$ cat src/hw/rtl/dhes_pkg.sv
// Shared types, constants and helpers of the Date header converter.
package dhes_pkg;

  localparam int ZONE_COUNT = 19;

  typedef struct packed {
    logic step;
    logic eos;
    logic clear;
  } parse_cmd_t;

  typedef enum logic [2:0] {
    CS_NONE,
    CS_LOAD,
    CS_DAYS,
    CS_HOURS,
    CS_MINS,
    CS_SECS
  } conv_step_t;

  typedef struct packed {
    conv_step_t step;
    logic       load_out;
  } conv_cmd_t;

  typedef struct packed {
    logic        rejected;
    logic [7:0]  day;
    logic [3:0]  month;
    logic [15:0] year;
    logic [7:0]  hour;
    logic [7:0]  minute;
    logic [7:0]  second;
    logic [13:0] zone;
    logic        zone_neg;
  } parse_res_t;

  localparam logic [31:0] ZONE_TEXT [ZONE_COUNT] = '{
    {"EST", 8'h00}, {"CST", 8'h00}, {"MST", 8'h00}, {"PST", 8'h00},
    {"EDT", 8'h00}, {"CDT", 8'h00}, {"MDT", 8'h00}, {"PDT", 8'h00},
    {"CET", 8'h00}, {"MET", 8'h00}, {"MEZ", 8'h00}, {"MSK", 8'h00},
    {"HKT", 8'h00}, {"JST", 8'h00}, {"KST", 8'h00}, "CAST",
    "EAST", "NZST", {"EET", 8'h00}
  };
  localparam logic [3:0] ZONE_LEN [ZONE_COUNT] = '{
    4'd3, 4'd3, 4'd3, 4'd3, 4'd3, 4'd3, 4'd3, 4'd3, 4'd3, 4'd3,
    4'd3, 4'd3, 4'd3, 4'd3, 4'd3, 4'd4, 4'd4, 4'd4, 4'd3
  };
  localparam logic [13:0] ZONE_MAG [ZONE_COUNT] = '{
    14'd500, 14'd600, 14'd700, 14'd800, 14'd400, 14'd500, 14'd600, 14'd700,
    14'd100, 14'd100, 14'd100, 14'd300, 14'd800, 14'd900, 14'd900, 14'd930,
    14'd1000, 14'd1200, 14'd200
  };
  localparam logic ZONE_NEG [ZONE_COUNT] = '{
    1'b1, 1'b1, 1'b1, 1'b1, 1'b1, 1'b1, 1'b1, 1'b1, 1'b0, 1'b0,
    1'b0, 1'b0, 1'b0, 1'b0, 1'b0, 1'b0, 1'b0, 1'b0, 1'b0
  };

  function automatic logic [15:0] add_digit(input logic [15:0] acc, input logic [3:0] d,
                                            input logic [15:0] mx);
    logic [19:0] v;
    v = ({4'b0, acc} << 3) + ({4'b0, acc} << 1) + {16'b0, d};
    return (v > {4'b0, mx}) ? mx : v[15:0];
  endfunction

endpackage

$ cat src/hw/rtl/dhes_if.sv
// Valid/ready channel interfaces for header characters and results.
interface dhes_in_if;
  logic       valid;
  logic       ready;
  logic [7:0] char_code;
  logic       is_last;
  modport source(output valid, char_code, is_last, input ready);
  modport sink(input valid, char_code, is_last, output ready);
endinterface

interface dhes_out_if;
  logic        valid;
  logic        ready;
  logic [47:0] epoch_seconds;
  logic        ok;
  modport source(output valid, epoch_seconds, ok, input ready);
  modport sink(input valid, epoch_seconds, ok, output ready);
endinterface

$ cat src/hw/rtl/dhes_parser.sv
// Character parser: grammar phases, field accumulators and zone name lookup.
module dhes_parser #(
  parameter int TZ_NAME_CHARS = 4
) (
  input  logic                 clk,
  input  logic                 rst_n,
  input  dhes_pkg::parse_cmd_t cmd,
  input  logic [7:0]           char_code,
  input  logic                 cfg_we,
  input  logic [6:0]           cfg_wdata,
  output dhes_pkg::parse_res_t res
);

  localparam int IDX_W = (TZ_NAME_CHARS > 1) ? $clog2(TZ_NAME_CHARS) : 1;

  typedef enum logic [4:0] {
    P_LEAD, P_WDAY, P_WSDAY, P_DAY, P_WSMON, P_MJ, P_MJU, P_MM, P_MMA, P_MA,
    P_MSKIP, P_WSYEAR, P_YEAR, P_WSHOUR, P_HOUR, P_MIN, P_SEC, P_WSZONE,
    P_ZONE, P_WSNAME, P_NAME, P_DONE
  } phase_t;

  phase_t      phase_r, phase_nxt;
  logic [6:0]  pivot_r;
  logic [7:0]  day_r, day_nxt, hour_r, hour_nxt, min_r, min_nxt, sec_r, sec_nxt;
  logic [3:0]  mon_r, mon_nxt;
  logic [15:0] year_r, year_nxt;
  logic [13:0] zone_r, zone_nxt;
  logic        zneg_r, zneg_nxt, rej_r, rej_nxt;
  logic [3:0]  len_r;
  logic [7:0]  name_r [TZ_NAME_CHARS];
  logic [7:0]  nm [4];
  logic        name_we, resolve, go, hit, keep;
  logic [13:0] hit_mag;
  logic        hit_neg;
  logic [15:0] tmp;
  logic [7:0]  c;
  logic        c_ws, c_dig, c_alpha, c_zero;

  assign c       = cmd.eos ? 8'h00 : char_code;
  assign c_ws    = (c == 8'h20) || (c == 8'h09);
  assign c_dig   = (c >= "0") && (c <= "9");
  assign c_alpha = ((c | 8'h20) >= "a") && ((c | 8'h20) <= "z");
  assign c_zero  = (c == 8'h00);

  function automatic logic ci(input logic [7:0] ch, input logic [7:0] up);
    return (ch | 8'h20) == (up | 8'h20);
  endfunction

  genvar g;
  for (g = 0; g < 4; g++) begin : g_nm
    if (g < TZ_NAME_CHARS) begin : g_held
      assign nm[g] = (len_r > 4'(g)) ? name_r[g] : 8'h00;
    end else begin : g_none
      assign nm[g] = 8'h00;
    end
  end

  assign keep = (nm[0] == "G" && nm[1] == "M" && nm[2] == "T") ||
                (nm[0] == "U" && nm[1] == "T");

  always_comb begin
    hit     = 1'b0;
    hit_mag = '0;
    hit_neg = 1'b0;
    for (int k = 0; k < dhes_pkg::ZONE_COUNT; k++) begin
      if (!hit && len_r == dhes_pkg::ZONE_LEN[k] &&
          {nm[0], nm[1], nm[2], nm[3]} == dhes_pkg::ZONE_TEXT[k]) begin
        hit     = 1'b1;
        hit_mag = dhes_pkg::ZONE_MAG[k];
        hit_neg = dhes_pkg::ZONE_NEG[k];
      end
    end
  end

  always_comb begin
    phase_nxt = phase_r;
    day_nxt   = day_r;
    mon_nxt   = mon_r;
    year_nxt  = year_r;
    hour_nxt  = hour_r;
    min_nxt   = min_r;
    sec_nxt   = sec_r;
    zone_nxt  = zone_r;
    zneg_nxt  = zneg_r;
    rej_nxt   = rej_r;
    name_we   = 1'b0;
    resolve   = 1'b0;
    tmp       = '0;
    go        = cmd.step && (phase_r != P_DONE);
    for (int it = 0; it < 6; it++) begin
      if (go) begin
        go = 1'b0;
        case (phase_nxt)
          P_LEAD: begin
            if (c_zero) begin
              rej_nxt = 1'b1; phase_nxt = P_DONE;
            end else if (!c_ws) begin
              phase_nxt = P_WDAY; go = 1'b1;
            end
          end
          P_WDAY: begin
            if (!c_alpha) begin
              phase_nxt = P_WSDAY;
              go = (c != ",");
            end
          end
          P_WSDAY: begin
            if (!c_ws) begin
              phase_nxt = P_DAY; go = 1'b1;
            end
          end
          P_DAY: begin
            if (c_dig) begin
              tmp = dhes_pkg::add_digit({8'b0, day_nxt}, c[3:0], 16'd255);
              day_nxt = tmp[7:0];
            end else if (day_nxt == 8'd0 || day_nxt > 8'd31) begin
              rej_nxt = 1'b1; phase_nxt = P_DONE;
            end else begin
              phase_nxt = P_WSMON; go = 1'b1;
            end
          end
          P_WSMON: begin
            if (!c_ws) begin
              phase_nxt = P_MSKIP;
              if (c == "J")          phase_nxt = P_MJ;
              else if (ci(c, "F"))   mon_nxt = 4'd2;
              else if (ci(c, "M"))   phase_nxt = P_MM;
              else if (ci(c, "A"))   phase_nxt = P_MA;
              else if (ci(c, "S"))   mon_nxt = 4'd9;
              else if (ci(c, "O"))   mon_nxt = 4'd10;
              else if (ci(c, "N"))   mon_nxt = 4'd11;
              else if (ci(c, "D"))   mon_nxt = 4'd12;
              else begin
                rej_nxt = 1'b1; phase_nxt = P_DONE;
              end
            end
          end
          P_MJ: begin
            if (ci(c, "U")) phase_nxt = P_MJU;
            else if (ci(c, "A")) begin
              mon_nxt = 4'd1; phase_nxt = P_MSKIP;
            end else begin
              rej_nxt = 1'b1; phase_nxt = P_DONE;
            end
          end
          P_MJU: begin
            phase_nxt = P_MSKIP;
            if (ci(c, "N"))      mon_nxt = 4'd6;
            else if (ci(c, "L")) mon_nxt = 4'd7;
            else begin
              rej_nxt = 1'b1; phase_nxt = P_DONE;
            end
          end
          P_MM: begin
            if (ci(c, "A")) phase_nxt = P_MMA;
            else begin
              rej_nxt = 1'b1; phase_nxt = P_DONE;
            end
          end
          P_MMA: begin
            phase_nxt = P_MSKIP;
            if (ci(c, "Y"))      mon_nxt = 4'd5;
            else if (ci(c, "R")) mon_nxt = 4'd3;
            else begin
              rej_nxt = 1'b1; phase_nxt = P_DONE;
            end
          end
          P_MA: begin
            phase_nxt = P_MSKIP;
            if (ci(c, "P"))      mon_nxt = 4'd4;
            else if (ci(c, "U")) mon_nxt = 4'd8;
            else begin
              rej_nxt = 1'b1; phase_nxt = P_DONE;
            end
          end
          P_MSKIP: begin
            if (!c_alpha) begin
              phase_nxt = P_WSYEAR; go = 1'b1;
            end
          end
          P_WSYEAR: begin
            if (!c_ws) begin
              phase_nxt = P_YEAR; go = 1'b1;
            end
          end
          P_YEAR: begin
            if (c_dig) begin
              year_nxt = dhes_pkg::add_digit(year_nxt, c[3:0], 16'd65535);
            end else begin
              if (year_nxt < 16'd100) begin
                year_nxt = year_nxt +
                           ((year_nxt > {9'b0, pivot_r}) ? 16'd1900 : 16'd2000);
              end
              phase_nxt = P_WSHOUR; go = 1'b1;
            end
          end
          P_WSHOUR: begin
            if (!c_ws) begin
              phase_nxt = P_HOUR; go = 1'b1;
            end
          end
          P_HOUR: begin
            if (c_dig) begin
              tmp = dhes_pkg::add_digit({8'b0, hour_nxt}, c[3:0], 16'd255);
              hour_nxt = tmp[7:0];
            end else if (c != ":" || hour_nxt >= 8'd24) begin
              rej_nxt = 1'b1; phase_nxt = P_DONE;
            end else begin
              phase_nxt = P_MIN;
            end
          end
          P_MIN: begin
            if (c_dig) begin
              tmp = dhes_pkg::add_digit({8'b0, min_nxt}, c[3:0], 16'd255);
              min_nxt = tmp[7:0];
            end else if (min_nxt >= 8'd60) begin
              rej_nxt = 1'b1; phase_nxt = P_DONE;
            end else if (c == ":") begin
              phase_nxt = P_SEC;
            end else begin
              phase_nxt = P_WSZONE; go = 1'b1;
            end
          end
          P_SEC: begin
            if (c_dig) begin
              tmp = dhes_pkg::add_digit({8'b0, sec_nxt}, c[3:0], 16'd255);
              sec_nxt = tmp[7:0];
            end else if (sec_nxt >= 8'd60) begin
              rej_nxt = 1'b1; phase_nxt = P_DONE;
            end else begin
              phase_nxt = P_WSZONE; go = 1'b1;
            end
          end
          P_WSZONE: begin
            if (!c_ws) begin
              phase_nxt = P_ZONE;
              if (c == "-") zneg_nxt = 1'b1;
              else if (c != "+") go = 1'b1;
            end
          end
          P_ZONE: begin
            if (c_dig) begin
              tmp = dhes_pkg::add_digit({2'b0, zone_nxt}, c[3:0], 16'd16383);
              zone_nxt = tmp[13:0];
            end else begin
              phase_nxt = P_WSNAME; go = 1'b1;
            end
          end
          P_WSNAME: begin
            if (c_alpha) begin
              phase_nxt = P_NAME; go = 1'b1;
            end else if (!c_ws) begin
              phase_nxt = P_DONE;
            end
          end
          P_NAME: begin
            if (c_zero) begin
              resolve = 1'b1; phase_nxt = P_DONE;
            end else begin
              name_we = 1'b1;
            end
          end
          default: ;
        endcase
      end
    end
    if (resolve && !keep) begin
      zone_nxt = hit ? hit_mag : 14'd0;
      zneg_nxt = hit && hit_neg;
    end
  end

  always_ff @(posedge clk) begin
    if (!rst_n) begin
      pivot_r <= 7'd50;
    end else if (cfg_we) begin
      pivot_r <= cfg_wdata;
    end
  end

  always_ff @(posedge clk) begin
    if (!rst_n || cmd.clear) begin
      phase_r <= P_LEAD;
      day_r   <= '0;
      mon_r   <= '0;
      year_r  <= '0;
      hour_r  <= '0;
      min_r   <= '0;
      sec_r   <= '0;
      zone_r  <= '0;
      zneg_r  <= 1'b0;
      rej_r   <= 1'b0;
      len_r   <= '0;
    end else begin
      phase_r <= phase_nxt;
      day_r   <= day_nxt;
      mon_r   <= mon_nxt;
      year_r  <= year_nxt;
      hour_r  <= hour_nxt;
      min_r   <= min_nxt;
      sec_r   <= sec_nxt;
      zone_r  <= zone_nxt;
      zneg_r  <= zneg_nxt;
      rej_r   <= rej_nxt;
      if (name_we && len_r < 4'd15) begin
        len_r <= len_r + 4'd1;
      end
    end
  end

  always_ff @(posedge clk) begin
    if (name_we && len_r < 4'(TZ_NAME_CHARS)) begin
      name_r[len_r[IDX_W-1:0]] <= c;
    end
  end

  assign res.rejected = rej_r;
  assign res.day      = day_r;
  assign res.month    = mon_r;
  assign res.year     = year_r;
  assign res.hour     = hour_r;
  assign res.minute   = min_r;
  assign res.second   = sec_r;
  assign res.zone     = zone_r;
  assign res.zone_neg = zneg_r;

endmodule

$ cat src/hw/rtl/dhes_conv.sv
// Epoch arithmetic: stepwise day count, zone split and seconds, result register.
module dhes_conv (
  input  logic                 clk,
  input  dhes_pkg::conv_cmd_t  cmd,
  input  dhes_pkg::parse_res_t res,
  output logic [47:0]          epoch_seconds,
  output logic                 ok
);

  logic [47:0]        days_r, acc_r, epoch_r;
  logic               ok_r;
  logic signed [16:0] yr_r, yr_nxt, yq;
  logic [7:0]         q_r;
  logic [6:0]         r_r;
  logic [3:0]         mon;
  logic [2:0]         corr;
  logic               leap, adj;
  logic [9:0]         days0;
  logic [26:0]        prod;
  logic signed [25:0] yrm;
  logic [47:0]        hh, mm;

  always_comb begin
    mon = res.month - 4'd1;
    case (mon)
      4'd2, 4'd3:        corr = 3'd3;
      4'd4, 4'd5:        corr = 3'd4;
      4'd6, 4'd7, 4'd8:  corr = 3'd5;
      4'd9, 4'd10:       corr = 3'd6;
      4'd11:             corr = 3'd7;
      default:           corr = 3'd0;
    endcase
    leap   = (mon > 4'd1) && (res.year[1:0] == 2'b00);
    days0  = ({6'b0, mon} << 5) - {6'b0, mon} + {2'b0, res.day} - 10'd1 -
             {7'b0, corr} + {9'b0, leap};
    prod   = {13'b0, res.zone} * 27'd5243;
    yr_nxt = $signed({1'b0, res.year}) - 17'sd1970;
    yrm    = 26'(yr_r) * 26'sd365;
    yq     = yr_r[16] ? ((yr_r + 17'sd3) >>> 2) : (yr_r >>> 2);
    adj    = !yr_r[16] && (yr_r[1:0] == 2'b11);
    hh     = res.zone_neg ? 48'(res.hour) + 48'(q_r) : 48'(res.hour) - 48'(q_r);
    mm     = res.zone_neg ? 48'(res.minute) + 48'(r_r) : 48'(res.minute) - 48'(r_r);
  end

  always_ff @(posedge clk) begin
    case (cmd.step)
      dhes_pkg::CS_LOAD: begin
        days_r <= 48'(days0);
        yr_r   <= yr_nxt;
        q_r    <= prod[26:19];
      end
      dhes_pkg::CS_DAYS: begin
        days_r <= days_r + 48'(yrm) + 48'(yq) + {47'b0, adj};
        r_r    <= 7'(res.zone - 14'(q_r) * 14'd100);
      end
      dhes_pkg::CS_HOURS: acc_r <= hh + (days_r << 4) + (days_r << 3);
      dhes_pkg::CS_MINS:  acc_r <= mm + (acc_r << 6) - (acc_r << 2);
      dhes_pkg::CS_SECS:  acc_r <= 48'(res.second) + (acc_r << 6) - (acc_r << 2);
      default: ;
    endcase
    if (cmd.load_out) begin
      epoch_r <= res.rejected ? 48'd0 : acc_r;
      ok_r    <= !res.rejected;
    end
  end

  assign epoch_seconds = epoch_r;
  assign ok            = ok_r;

endmodule

$ cat src/hw/rtl/dhes_ctrl.sv
// Sequencer: character handshake, end-of-string step, arithmetic steps, result valid.
module dhes_ctrl (
  input  logic                 clk,
  input  logic                 rst_n,
  input  logic                 in_valid,
  input  logic                 in_last,
  input  logic                 out_ready,
  output logic                 in_ready,
  output logic                 out_valid,
  output dhes_pkg::parse_cmd_t pcmd,
  output dhes_pkg::conv_cmd_t  ccmd
);

  typedef enum logic [2:0] {
    S_IDLE, S_EOS, S_LOAD, S_DAYS, S_HOURS, S_MINS, S_SECS, S_PUT
  } state_t;

  state_t state_r, state_nxt;
  logic   out_valid_r, out_valid_nxt;
  logic   out_free;

  assign out_free = !out_valid_r || out_ready;
  assign in_ready = (state_r == S_IDLE);

  always_comb begin
    state_nxt     = state_r;
    out_valid_nxt = out_valid_r && !out_ready;
    pcmd          = '0;
    ccmd.step     = dhes_pkg::CS_NONE;
    ccmd.load_out = 1'b0;
    case (state_r)
      S_IDLE: begin
        pcmd.step = in_valid;
        if (in_valid && in_last) state_nxt = S_EOS;
      end
      S_EOS: begin
        pcmd.step = 1'b1;
        pcmd.eos  = 1'b1;
        state_nxt = S_LOAD;
      end
      S_LOAD: begin
        ccmd.step = dhes_pkg::CS_LOAD;
        state_nxt = S_DAYS;
      end
      S_DAYS: begin
        ccmd.step = dhes_pkg::CS_DAYS;
        state_nxt = S_HOURS;
      end
      S_HOURS: begin
        ccmd.step = dhes_pkg::CS_HOURS;
        state_nxt = S_MINS;
      end
      S_MINS: begin
        ccmd.step = dhes_pkg::CS_MINS;
        state_nxt = S_SECS;
      end
      S_SECS: begin
        ccmd.step = dhes_pkg::CS_SECS;
        state_nxt = S_PUT;
      end
      S_PUT: begin
        if (out_free) begin
          ccmd.load_out = 1'b1;
          pcmd.clear    = 1'b1;
          out_valid_nxt = 1'b1;
          state_nxt     = S_IDLE;
        end
      end
      default: state_nxt = S_IDLE;
    endcase
  end

  always_ff @(posedge clk) begin
    if (!rst_n) begin
      state_r     <= S_IDLE;
      out_valid_r <= 1'b0;
    end else begin
      state_r     <= state_nxt;
      out_valid_r <= out_valid_nxt;
    end
  end

  assign out_valid = out_valid_r;

endmodule

$ cat src/hw/rtl/date_header_to_epoch_seconds.sv
// Date header to epoch seconds converter: top level.
// Takes a mail or news Date header one character per transaction and gives one
// result transaction (seconds since 1970 and an ok flag) for the transaction that
// carries the last character. A character that is not last leaves the block idle
// and ready for the next one. After the last character the next transaction is taken
// only when these steps are done: parsing it, the end-of-string step with zone name
// lookup, five steps of the epoch arithmetic unit, and loading the result register;
// that load waits while an earlier result in the register has not been taken.
module date_header_to_epoch_seconds #(
  parameter int TZ_NAME_CHARS = 4
) (
  input  logic         clk,
  input  logic         rst_n,
  dhes_in_if.sink      in_chan,
  dhes_out_if.source   out_chan,
  input  logic         cfg_we,
  input  logic [6:0]   cfg_wdata
);

  dhes_pkg::parse_cmd_t pcmd;
  dhes_pkg::conv_cmd_t  ccmd;
  dhes_pkg::parse_res_t res;

  dhes_ctrl u_ctrl (
    .clk       (clk),
    .rst_n     (rst_n),
    .in_valid  (in_chan.valid),
    .in_last   (in_chan.is_last),
    .out_ready (out_chan.ready),
    .in_ready  (in_chan.ready),
    .out_valid (out_chan.valid),
    .pcmd      (pcmd),
    .ccmd      (ccmd)
  );

  dhes_parser #(
    .TZ_NAME_CHARS (TZ_NAME_CHARS)
  ) u_parser (
    .clk       (clk),
    .rst_n     (rst_n),
    .cmd       (pcmd),
    .char_code (in_chan.char_code),
    .cfg_we    (cfg_we),
    .cfg_wdata (cfg_wdata),
    .res       (res)
  );

  dhes_conv u_conv (
    .clk           (clk),
    .cmd           (ccmd),
    .res           (res),
    .epoch_seconds (out_chan.epoch_seconds),
    .ok            (out_chan.ok)
  );

endmodule
$ cat src/flat_wrapper.sv
// flat-port wrapper written by rule: the top's interface ports become plain ports
module date_header_to_epoch_seconds_flat 
#(
  parameter int TZ_NAME_CHARS = 4
)
  (clk, rst_n, cfg_we, cfg_wdata, in_chan_valid, in_chan_char_code, in_chan_is_last, in_chan_ready, out_chan_valid, out_chan_epoch_seconds, out_chan_ok, out_chan_ready);
  dhes_in_if in_chan_i ();
  dhes_out_if out_chan_i ();
  input  logic clk;
  input  logic rst_n;
  input  logic cfg_we;
  input  logic [6:0] cfg_wdata;
  input wire logic [$bits(in_chan_i.valid)-1:0] in_chan_valid;
  input wire logic [$bits(in_chan_i.char_code)-1:0] in_chan_char_code;
  input wire logic [$bits(in_chan_i.is_last)-1:0] in_chan_is_last;
  output wire logic [$bits(in_chan_i.ready)-1:0] in_chan_ready;
  output wire logic [$bits(out_chan_i.valid)-1:0] out_chan_valid;
  output wire logic [$bits(out_chan_i.epoch_seconds)-1:0] out_chan_epoch_seconds;
  output wire logic [$bits(out_chan_i.ok)-1:0] out_chan_ok;
  input wire logic [$bits(out_chan_i.ready)-1:0] out_chan_ready;
  assign in_chan_i.valid = in_chan_valid;
  assign in_chan_i.char_code = in_chan_char_code;
  assign in_chan_i.is_last = in_chan_is_last;
  assign in_chan_ready = in_chan_i.ready;
  assign out_chan_valid = out_chan_i.valid;
  assign out_chan_epoch_seconds = out_chan_i.epoch_seconds;
  assign out_chan_ok = out_chan_i.ok;
  assign out_chan_i.ready = out_chan_ready;
  date_header_to_epoch_seconds #(.TZ_NAME_CHARS(TZ_NAME_CHARS)) u_core (.clk(clk), .rst_n(rst_n), .in_chan(in_chan_i), .out_chan(out_chan_i), .cfg_we(cfg_we), .cfg_wdata(cfg_wdata));
endmodule
$ cat config.mk
export PLATFORM = sky130hd
export DESIGN_NAME = date_header_to_epoch_seconds_flat
export DESIGN_NICKNAME = d
export VERILOG_FILES = /design/src/hw/rtl/dhes_pkg.sv /design/src/hw/rtl/dhes_if.sv /design/src/hw/rtl/dhes_parser.sv /design/src/hw/rtl/dhes_conv.sv /design/src/hw/rtl/dhes_ctrl.sv /design/src/hw/rtl/date_header_to_epoch_seconds.sv /design/src/flat_wrapper.sv
export SDC_FILE = /design/constraint.sdc
export NUM_CORES = 2
export LEC_CHECK = 0
export BUFFER_PORTS_ARGS = -buffer_cell sky130_fd_sc_hd__buf_2
export CAP_MARGIN = 20
export CORE_MARGIN = 2
export CORE_UTILIZATION = 60
export CTS_BUF_LIST = sky130_fd_sc_hd__clkbuf_8
export CTS_CLUSTER_SIZE = 24
export DETAILED_ROUTE_END_ITERATION = 7
export HOLD_SLACK_MARGIN = 0.06
export PLACE_DENSITY = 0.77
export RECOVER_POWER = 100
export SETUP_SLACK_MARGIN = 0.3
export SYNTH_ARGS = -nofsm -noshare
export SYNTH_HDL_FRONTEND = slang
export SYNTH_SLANG_ARGS = --single-unit
$ cat constraint.sdc
create_clock -name clk -period 23.4 [get_ports clk]
set_clock_uncertainty 0.05 [all_clocks]
set_input_delay 0 -clock clk [delete_from_list [all_inputs] [get_ports clk]]
set_output_delay 0 -clock clk [all_outputs]
set_load 0.005 [all_outputs]
==> run summary <==
Clock tree
- TritonCTS clock tree: built
- clock tree sinks: 294
- number of gates resized after cts: 0
- clock transition at the registers of the reported paths: 0.07 ns
- clock buffer depth: 3
- number of buffers inserted to repair setup after CTS: 0
- H-tree levels: 2
- clk_lat worst skew: 0.71 ns
- CTS Buf Count: 58
- post-cts hold buffer count: 39
- CTS root buf: clkbuf_8

Placement
- half-perimeter wire length of the detailed placement result: 102 mm
- port bufs: 71
- placed cell count: 6,468
- final estimated routing congestion in global placement: 1.02

Die
- core outline area: 0.0762 mm2
- die area: 0.0794 mm2
- initial core utilization: 60.8%
- chip height: 282 um
- horizontal extent of the die: 282 um
- Boundary Pins: 72
- number of standard-cell rows in the floorplan: 101

Drt
- DRC violation count after routing: 0
- total wire length after detailed routing: 128 mm
- detailed-router iteration count before antenna repair: 6
- routed vias: 40.9k
- first-iteration detailed-routing DRC count: 3,586
- number of vias per cell after detailed routing: 6.17
- ANT nets after route: 0
- final routed wire length divided by cell count: 19.4 um

Status
- outcome: finished, violations left
- violated checks: max-capacitance violations, max-slew violations

Cells and area
- final instance count without filler cells: 6,622
- number of inserted filler cells in the final layout: 6,515
- area of the multi-input gates: 0.0350 mm2
- Final nets: 6,589
- Syn-to-layout area delta: 6.54%
- register area: 0.00795 mm2
- Final Util: 64.8%
- share of layout cells above drive strength 1: 4.49%

Yosys
- mean instance size in the synthesized netlist: 8.47 um2
- Synth top area share: 19.6%
- Synthesis Warnings: 0
- cells after synthesis: 5,471
- netlist area before placement: 0.0463 mm2
- commonest cells in the synthesized netlist: 725 x ha_1, 722 x inv_1, 498 x nor2_1
- leading cell type by number of instances after synthesis: ha_1
- post-synth top area cell: ha_1
- distinct cell type count of the synthesized netlist: 107
- number of synthesized flops with an enable pin: 206
- Synth Net Count: 6,520
- post-synthesis async set-or-reset flop share: 0%
- most used flip-flop cell after synthesis: edfxtp_1
- number of synthesized register bits: 294
- cell types occupying the most area after synthesis: ha_1 20%, edfxtp_1 13%, fa_1 13%
- fraction of the yosys area taken by sequential cells: 17.2%

Setup path
- Crit. End Element: register
- total number of cells along the worst setup path: 61
- critical setup path kind: register to register
- number of buffer and inverter stages on the critical path: 3
- gate family responsible for the most delay along the worst path: compound AO/OA/AOI/OAI gates
- Critical Path AT: 15.64 ns
- depth of the worst register-to-register path: 61
- required time at the worst-slack endpoint: 23.87 ns
- cell with the most instances on the worst path: a21oi_1
- CP Max Fanout: 27
- slowest CP cell: dfxtp_1
- longest individual stage delay on the worst path: 0.81 ns
- startpoint types: register

Hold path
- worst min-delay path class: input pin to register
- cell depth of the worst hold path: 5

Global routing
- GRT Residual Overflow: 0
- number of antenna violations at the first check in global routing: 1
- total routing usage reported by global routing: 32.2%
- pin count of the biggest net entering global routing: 52
- first-pass GRT wire length: 207 mm
- vias in the first global route: 40.2k

STA
- shortest period the worst path allows: 15.17 ns
- Sum Neg Setup Slack: 0 ns
- unrepaired setup endpoints after global routing: no
- Tightest Pin Transition: 3.78 ns
- worst max-slew margin expressed relative to the limit: -152%
- worst hold slack across all endpoints: 0.131 ns
- Final Setup Violations: 0
- timing-limited maximum frequency: 0.0659 GHz
- final number of hold-violating endpoints: 0
- share of the clock period used by the worst path: 64.8%
- max-slew violations: 332

Power and ir drop
- cell area power density: 110 mW/mm2
- total chip power: 5.45 mW
- standby leakage power: 23.2 nW
- maximum VDD drop: 0.178 mV

Run
- max-cap viol count: 10

==> placed cells by master, fill, tap and decap left out, drive strengths merged, types with 21 or more instances in the layout <==
cell type,netlist,routed
and2,78,78
nor2b,76,76
clkbuf,110,110
nand4,37,37
dlygate4sd3,0,39
nand2b,71,71
o22ai,41,41
o21ai,267,267
or3,45,45
o31ai,28,28
o221ai,22,22
fa,303,303
xnor2,224,224
or2,31,31
a21o,106,106
a21oi,372,372
nor4,40,40
a22oi,24,24
a211o,21,21
and3,47,47
nor3,144,144
xor2,114,114
o21bai,62,62
inv,723,738
nor2,499,499
edfxtp,206,206
mux2i,36,36
dfxtp,88,88
a211oi,45,45
o21a,40,40
a2111oi,25,25
buf,46,82
nand2,282,282
nand3,106,106
o211ai,37,37
a31oi,76,76
ha,725,725
==> layout make-up <==
cell class | instances | area share [%]
diodes | 2 | 0.0101
clock buffers | 66 | 1.84
clock inverters | 44 | 0.761
inverters | 724 | 5.51
multi-input cells | 4297 | 71.0
flip-flops and latches | 294 | 16.1
well taps | 1030 | 2.61
repair buffers | 165 | 2.20
==> through the flow <==
| stage | area [um2] | setup WS [ns] |
|---|---|---|
| after detailed placement | 47800 | 8.53 |
| after global routing | 49300 | 6.92 |
| after floorplan | 46300 | 10.14 |
| after CTS | 49500 | 8.51 |
| final | 49400 | 8.23 |
| after global placement | 47800 | 8.97 |
==> where the power goes <==
group | internal, mW | leakage (nW) | switching, mW
Clock | 0.328 | 0.701 | 0.262
Combinational | 1.66 | 19.9 | 2.50
Sequential | 0.654 | 2.58 | 0.0530
Total | 2.64 | 23.2 | 2.81
==> tightest hold or removal path, cell delays in order <==
cell	delay [ns]
buf_2	0.24
nand2_1	0.14
buf_4	0.23
a31oi_1	0.09
and2_0	0.12
==> registers in the layout, summed over array words and instances, names as in the netlist, 3 cells and up <==
signal,flops
u_core.u_parser.min_r,8
u_core.u_parser.len_r,4
u_core.u_conv.acc_r,48
u_core.u_parser.sec_r,8
u_core.u_parser.mon_r,4
u_core.u_conv.q_r,8
u_core.u_conv.days_r,45
u_core.u_parser.pivot_r,7
u_core.u_conv.yr_r,17
u_core.u_parser.phase_r,5
u_core.u_conv.r_r,7
u_core.u_parser.zone_r,14
u_core.u_parser.day_r,8
u_core.u_conv.epoch_seconds,48
u_core.u_parser.year_r,16
u_core.u_ctrl.state_r,3
u_core.u_parser.hour_r,8
u_core.u_parser.name_r,32
==> path summary, 6_finish.rpt <==
check                                                           start                               endpoint  slack, ns
worst max-delay path            u_core.u_ctrl.state_r[0]$_SDFFE_PN0P_   u_core.u_parser.year_r[3]$_SDFF_PP0_       8.23
worst min-delay path                             in_chan_char_code[0]    u_core.u_parser.sec_r[0]$_SDFF_PP0_       0.13
worst max register to register  u_core.u_ctrl.state_r[0]$_SDFFE_PN0P_   u_core.u_parser.year_r[3]$_SDFF_PP0_       8.23
worst min register to register  u_core.u_parser.len_r[1]$_SDFFE_PP0P_  u_core.u_parser.len_r[1]$_SDFFE_PP0P_       0.49
==> layer usage <==
layer  global-route usage [%]  up-vias  wire length [um]
li1                         -    19500                 -
met1                     40.6    19300             52500
met3                     4.30      423              8810
met4                     15.9        0              7120
met2                     54.3     1639             60000
met5                        0        -                 0
==> logic make-up after synthesis <==
kind of cell | share of synthesized area [%]
mux | 0.972
simple gates | 16.5
buf+inv | 7.25
compound gates | 19.0
flops | 17.2
xor+xnor | 6.44
fa+ha+maj | 32.7
Power figures use the tool's default switching activity.
